## src/rtl/bttb_pkg.sv

```systemverilog
// ----------------------------------------------------------------------------
// bttb_pkg
// shared constants, types and helpers of the bilinear texel tint blend unit
// ----------------------------------------------------------------------------
`default_nettype none

package bttb_pkg;

  // texture geometry
  localparam int TexBits   = 6;
  localparam int TEX_SIDE  = 1 << TexBits;
  localparam int BankBits  = 2 * (TexBits - 1);
  localparam int BankDepth = 1 << BankBits;
  localparam int IdxW      = 2 * TexBits;

  // screen coordinates
  localparam int CoordBits = 12;
  localparam int OrgW      = CoordBits + 1;
  localparam int StepW     = 16;
  localparam int DimW      = 7;
  localparam int ClipW     = 4 * CoordBits;
  localparam int TintW     = 36;

  // configuration port
  localparam int CfgAw = 6;
  localparam int CfgDw = 64;

  localparam logic [2:0] REG_ORIGIN_X   = 3'd0;
  localparam logic [2:0] REG_ORIGIN_Y   = 3'd1;
  localparam logic [2:0] REG_STEP_X     = 3'd2;
  localparam logic [2:0] REG_STEP_Y     = 3'd3;
  localparam logic [2:0] REG_TEX_WIDTH  = 3'd4;
  localparam logic [2:0] REG_TEX_HEIGHT = 3'd5;
  localparam logic [2:0] REG_CLIP_RECT  = 3'd6;
  localparam logic [2:0] REG_TINT_RGBA  = 3'd7;

  localparam logic OP_LOAD  = 1'b0;
  localparam logic OP_SHADE = 1'b1;

  typedef logic [31:0] texel_t;

  // control that travels with every request down the pipe
  typedef struct packed {
    logic   vld;
    logic   cov;
    texel_t dest;
  } ctl_t;

  function automatic logic [DimW-1:0] dim_in_use(input logic [DimW-1:0] v);
    logic [DimW-1:0] d;
    d = v;
    if (v < DimW'(3)) d = DimW'(3);
    else if (v > DimW'(TEX_SIDE)) d = DimW'(TEX_SIDE);
    return d;
  endfunction

  function automatic logic [8:0] tint_clamp(input logic [8:0] t);
    return (t > 9'd256) ? 9'd256 : t;
  endfunction

endpackage

`default_nettype wire

```

## src/rtl/bttb_map.sv

```systemverilog
// ----------------------------------------------------------------------------
// bttb_map
// clip test, screen to texel mapping and coverage test
// ----------------------------------------------------------------------------
`default_nettype none

module bttb_map (
  input  wire logic                                clk,
  input  wire logic                                rst_n,
  input  wire logic                                adv,
  input  wire logic                                in_vld,
  input  wire logic                                shade,
  input  wire logic [bttb_pkg::CoordBits-1:0]      px,
  input  wire logic [bttb_pkg::CoordBits-1:0]      py,
  input  wire logic [31:0]                         dest,
  input  wire logic [bttb_pkg::OrgW-1:0]           origin_x,
  input  wire logic [bttb_pkg::OrgW-1:0]           origin_y,
  input  wire logic [bttb_pkg::StepW-1:0]          step_x,
  input  wire logic [bttb_pkg::StepW-1:0]          step_y,
  input  wire logic [bttb_pkg::DimW-1:0]           tex_width,
  input  wire logic [bttb_pkg::DimW-1:0]           tex_height,
  input  wire logic [bttb_pkg::ClipW-1:0]          clip_rect,
  output bttb_pkg::ctl_t                           ctl_o,
  output logic [bttb_pkg::TexBits-1:0]             nx_o,
  output logic [bttb_pkg::TexBits-1:0]             ny_o,
  output logic [7:0]                               fx_o,
  output logic [7:0]                               fy_o
);
  import bttb_pkg::*;

  localparam int ProdW = OrgW + StepW;

  logic              clip_ok;
  logic [OrgW:0]     dx, dy;
  ctl_t              ctl1_nxt, ctl1_r, ctl2_r;
  logic [OrgW-1:0]   dx1_r, dy1_r;
  logic [ProdW-1:0]  tx2_r, ty2_r;
  logic [TexBits-1:0] dxm2, dym2;
  logic [ProdW-1:0]  lim_x, lim_y;

  // stage 1: clip and offset from the quad origin
  always_comb begin
    clip_ok = (px >= clip_rect[0 +: CoordBits]) && (py >= clip_rect[CoordBits +: CoordBits])
           && (px <  clip_rect[2*CoordBits +: CoordBits])
           && (py <  clip_rect[3*CoordBits +: CoordBits]);
    dx = {2'b00, px} - {origin_x[OrgW-1], origin_x};
    dy = {2'b00, py} - {origin_y[OrgW-1], origin_y};
    ctl1_nxt.vld  = in_vld;
    ctl1_nxt.cov  = shade && clip_ok && !dx[OrgW] && !dy[OrgW];
    ctl1_nxt.dest = shade ? dest : '0;
  end

  always_ff @(posedge clk) begin
    if (!rst_n) begin
      ctl1_r.vld <= 1'b0;
      ctl2_r.vld <= 1'b0;
    end else if (adv) begin
      ctl1_r.vld <= ctl1_nxt.vld;
      ctl2_r.vld <= ctl1_r.vld;
    end
  end

  always_ff @(posedge clk) begin
    if (adv) begin
      ctl1_r.cov  <= ctl1_nxt.cov;
      ctl1_r.dest <= ctl1_nxt.dest;
      dx1_r       <= dx[OrgW-1:0];
      dy1_r       <= dy[OrgW-1:0];
      // stage 2: scale into texel space, 16 fraction bits
      ctl2_r.cov  <= ctl1_r.cov;
      ctl2_r.dest <= ctl1_r.dest;
      tx2_r       <= ProdW'(dx1_r) * ProdW'(step_x);
      ty2_r       <= ProdW'(dy1_r) * ProdW'(step_y);
    end
  end

  // coverage against the last usable texel pair
  always_comb begin
    dxm2  = TexBits'(dim_in_use(tex_width) - DimW'(2));
    dym2  = TexBits'(dim_in_use(tex_height) - DimW'(2));
    lim_x = ProdW'({dxm2, 16'h0000});
    lim_y = ProdW'({dym2, 16'h0000});
    ctl_o.vld  = ctl2_r.vld;
    ctl_o.cov  = ctl2_r.cov && (tx2_r <= lim_x) && (ty2_r <= lim_y);
    ctl_o.dest = ctl2_r.dest;
    nx_o = tx2_r[16 +: TexBits];
    ny_o = ty2_r[16 +: TexBits];
    fx_o = tx2_r[15:8];
    fy_o = ty2_r[15:8];
  end

endmodule

`default_nettype wire

```

## config.mk

```make
export PLATFORM = sky130hd
export DESIGN_NAME = bttb_map
export DESIGN_NICKNAME = d
export VERILOG_FILES = /design/src/rtl/bttb_pkg.sv /design/src/rtl/bttb_map.sv
export SDC_FILE = /design/constraint.sdc
export NUM_CORES = 1
export LEC_CHECK = 0
export BUFFER_PORTS_ARGS = -buffer_cell sky130_fd_sc_hd__buf_2
export CELL_PAD_IN_SITES_DETAIL_PLACEMENT = 1
export CELL_PAD_IN_SITES_GLOBAL_PLACEMENT = 2
export CORE_MARGIN = 2
export CORE_UTILIZATION = 39
export CTS_CLUSTER_DIAMETER = 30
export CTS_CLUSTER_SIZE = 10
export DETAILED_ROUTE_END_ITERATION = 10
export GPL_TIMING_DRIVEN = 0
export PLACE_DENSITY = 0.88
export SETUP_SLACK_MARGIN = 0.4
export SLEW_MARGIN = 10
export SYNTH_ARGS = -nofsm -noshare
export SYNTH_HDL_FRONTEND = slang
export SYNTH_SLANG_ARGS = --single-unit
```

## constraint.sdc

```tcl
create_clock -name clk -period 8.3 [get_ports clk]
set_input_delay 1.66 -clock clk [delete_from_list [all_inputs] [get_ports clk]]
set_output_delay 1.66 -clock clk [all_outputs]
set_load 0.01 [all_outputs]
```

# Word-level counts from Yosys, hierarchy flattened
# Index checks and enable logic that the tools add are counted.
[word_totals]
ff_bits = 152
in_bits = 181
out_inout_bits = 62
elab_cells = 40
[classes]
addsub = 4
n_mul = 2
n_lt_le_gt_ge = 10
muxes = 4
reduce_logical = 10
[op_table]
columns = ["operator", "n"]
rows = [
  ["$le 29x22->1", 2],
  ["$mul 13x16->29", 2],
  ["$sub 13x13->14", 2],
  ["$ge 12x12->1", 2],
  ["$lt 12x12->1", 2],
  ["$mux 6", 4],
  ["$gt 7x7->1 const B", 2],
  ["$lt 7x2->1 const B", 2],
  ["$sub 6x2->6 const B", 2],
  ["$logic_and 1x1->1", 8],
  ["$logic_not 1->1", 2],
]

# Longest topological paths before layout
[logic_depth]
word_depth = 7
mapped_depth = 21

# Least setup slack after synthesis
# No wires, ideal clock.
[synth_timing]
kind = "input to register"
start = "input port step_x[7] (netlist bit)"
end = "register tx2_r[23], data pin"
t_arrival_ps = 6245
required_time_ps = 8033
setup_slack_ps = 1788
stages = 19
n_path_buf = 1
path_cell_list = "clkbuf_1 and2_1 fa_1 inv_1 fa_1 inv_1 fa_1 fa_1 inv_1 fa_1 inv_1 ha_1 a21o_1 a21o_1 a2111oi_0 a221o_1 nor2b_1 o21ai_1 xor2_1"
[synth_between]
elab_chain_cells = 1
[synth_rtl]
columns = ["element", "line_no", "source"]
rows = [
  ["from (decl)", "bttb_map.sv:18", "input wire logic [bttb_pkg::StepW-1:0] step_x,"],
  ["$mul 13x16->29", "bttb_map.sv:72", "tx2_r <= ProdW'(dx1_r) * ProdW'(step_x);"],
  ["to (signal assigned)", "bttb_map.sv:72", ""],
  ["to (decl)", "bttb_map.sv:37", "logic [ProdW-1:0] tx2_r, ty2_r;"],
]
# No other way between the ends.
# A chain may end at the register's enable or synchronous reset.

# Final worst setup path
[layout_timing]
start = "input port step_x[13] (netlist bit)"
end = "register tx2_r[24], data pin"
# Same word-level chain as after synthesis.

==> flow_summary.yaml <==
timing:
  timing.hold.ws_ns: 0.420
  min_period_over_period_pct: 86.0
  worst_slew_margin_rel_pct: 54.9
  final_sum_of_negative_setup_slack_ns: 0
  finalSetupViolCount: 0
  skew_ns: 0.0239
  finalCriticalPeriod_ns: 7.13
  unrepaired_setup_endpoints_after_global_routing: "no"
  final_hold_violation_count: 0
  tightest_slew_ns: 0.677
  final_max_tran_viols: 0
  max_freq_ghz: 0.140
cells_and_area:
  area_of_the_multi_input_gates_um2: 14600
  layout-area-overhead-vs-synth_pct: 12.7
  most_common_library_cell_in_the_layout_ignoring_fill_and_taps: "inv_1"
  n_antenna_cell: 0
  mostFrequentLayoutCells: "inv_1 (515), fa_1 (310), nand2_1 (247)"
  post_route_cells_drive_above_1_share_pct: 14.0
  layout.nets: 3272
  finalCoreUtilization_pct: 44.6
  nFillCells: 6373
  post_layout_nonfiller_instances: 3310
  register_area_um2: 4540
place:
  count_of_buffers_inserted_at_the_top_level_ports: 242
  dp.cells: 3278
  post-dp-hpwl_um: 49500
  globalplace.congestion: 0.875
route:
  drc_errors: 0
  wl_per_cell_um: 17.5
  detail_route.first_pass.iterations: 5
  via_count: 16300
  route.antenna.remaining_nets: 0
  drt_first_iter_violations: 689
  detail_route.wirelength_um: 57900
  post_drt_via_cell_ratio: 4.94
clock_tree:
  cts-hold-fix-buffers: 0
  clkSinkCount: 152
  insertion_delay_ns: 0.49
  cts_resized: 0
  clock_tree.buffer_depth: 2
  cts-root-buf: "clkbuf_16"
  post_cts_buffers: 0
  cts_tree: "built"
  clk_pin_slew_worst_paths_ns: 0.07
  tritoncts.num_buffers: 17
  htree_num_levels: 4
die:
  fp.dieH_um: 241
  design.core.area_um2: 55200
  design.portCount: 243
  std_cell_rows: 86
  dieArea_um2: 57900
  chipWidth_um: 241
  effective_utilization_at_floorplan_pct: 39.6
yosys:
  asyncSetResetFlopFracSynth_pct: 0
  post_synth_num_cell_types: 71
  synth_seq_area_share_pct: 20.8
  synth_area_per_cell_um2: 9.55
  ys.warnings.count: 0
  synth_seq_cells: 152
  netlist_area_um2: 21800
  synth-edff-count: 150
  predominant_post_synthesis_flop_cell: "edfxtp_1"
  synth_fp_nets: 3010
  count_of_mapped_cells_out_of_synthesis: 2287
setup_path:
  path_buf_inv: 5
  cp.arrival_ns: 7.33
  timing.setup.critical_path_class: "in -> reg"
  timing.critical_path.required_ns: 8.50
  worst_path_cell_trace: "buf_2 > clkbuf_1 > nand2_1 > fa_1 > inv_1 > fa_1 > fa_1 > fa_1 > inv_1 > fa_1 > inv_1 > ha_1 > a21o_1 > nor3_1 > o21ai_0 > o41ai_2 > o21ai_0 > xor2_1"
  worst_path_largest_cell_delay_ns: 0.56
  cp_max_fo: 10
  cp-start-kind: "input pin"
  crit_path_end_kind: "register"
  slowest_stage: "fa_1"
  critPathTopFamily: "adder cells"
  worst_path_most_repeated_cell: "fa_1"
global_route:
  maximum_number_of_pins_on_one_net_before_global_route_repair: 82
  first_pass_grt_wire_length_um: 93000
  first_global_vias: 17800
  grt.total_usage_pct: 20.7
  overflow: 0
  grt_antenna_before_repair: 4
outcome:
  outcome: "completed"
run:
  reported_max_cap_violation_count: 0
min_path:
  worst_hold_path_type: "reg -> reg"
==> Yosys cell counts (5+ instances only) <==
master | count | area (um2)
o21ai_0 | 35 | 175
ha_1 | 232 | 2900
nand4_1 | 14 | 87.6
o21bai_1 | 5 | 37.5
a21oi_1 | 51 | 255
clkbuf_1 | 66 | 248
buf_4 | 61 | 458
nand3_1 | 9 | 45.0
a211oi_1 | 9 | 67.6
xnor2_1 | 48 | 420
nor4_1 | 12 | 75.1
nor2b_1 | 14 | 87.6
a21o_1 | 42 | 315
nand2_1 | 247 | 927
inv_1 | 515 | 1930
a31oi_1 | 9 | 56.3
fa_1 | 310 | 6210
nor2_1 | 54 | 203
nor3_1 | 18 | 90.1
o21a_1 | 26 | 195
and3_1 | 8 | 50.1
xor2_1 | 18 | 158
and2_1 | 231 | 1450
edfxtp_1 | 150 | 4500
a211o_1 | 6 | 52.6
nand2b_1 | 12 | 75.1
==> worst paths after layout <==
check / depth (start not counted) / endpoint / startpoint / slack, ns
hold reg to reg: 0 / ctl_o[9]$_DFFE_PP_ / ctl1_r[9]$_SDFFCE_PN0P_ / 0.42
hold / removal: 0 / ctl_o[9]$_DFFE_PP_ / ctl1_r[9]$_SDFFCE_PN0P_ / 0.42
setup / recovery: 18 / tx2_r[24]$_DFFE_PP_ / step_x[13] / 1.17
setup reg to reg: 17 / tx2_r[24]$_DFFE_PP_ / dx1_r[4]$_DFFE_PP_ / 1.89
==> kinds of logic after synthesis <==
kind of cell    count (synthesis)  synth area share, %
simple gates                  640                 14.9
mux                             2               0.0916
compound gates                240                 7.73
buf+inv                       645                 12.1
flops                         152                 20.8
fa+ha+maj                     542                 41.7
xor+xnor                       66                 2.65
==> area by class of cell <==
cell class                      instances  share of cell area (%)
Buffer                                130                    2.93
Clock buffer                           17                    1.73
Clock inverter                         15                   0.640
Inverter                              515                    7.85
Multi-Input combinational cell       1490                    59.5
Sequential cell                       152                    18.5
Tap cell                              748                    3.80
Timing Repair Buffer                  243                    5.07
==> through the flow <==
stage,worst slack (ns),instance area (um2)
floorplan,1.79,21800
global placement,0.866,24000
detailed placement,0.756,24000
CTS,1.25,24600
global route,0.958,24600
finish,1.17,24600
==> sequential cells by signal (all words and copies together), names as in the netlist <==
register  flops
ctl_o        33
dy1_r        13
ctl2_r        1
dx1_r        13
ty2_r        29
ctl1_r       34
tx2_r        29
==> metal layers <==
layer | up-vias | share of wire (%) | track usage, % | wire, um
met3 | 68 | 5.2 | 3.55 | 3040
met5 | - | 0.078 | 0 | 45
met4 | 8 | 1.8 | 5.40 | 1020
met2 | 386 | 48 | 35.2 | 27700
met1 | 8259 | 45 | 27.2 | 26100
li1 | 7620 | - | - | -
Power is left out: the tool's default activity adds up to more than one toggle a clock period on the data nets, which glitch-free logic cannot reach.
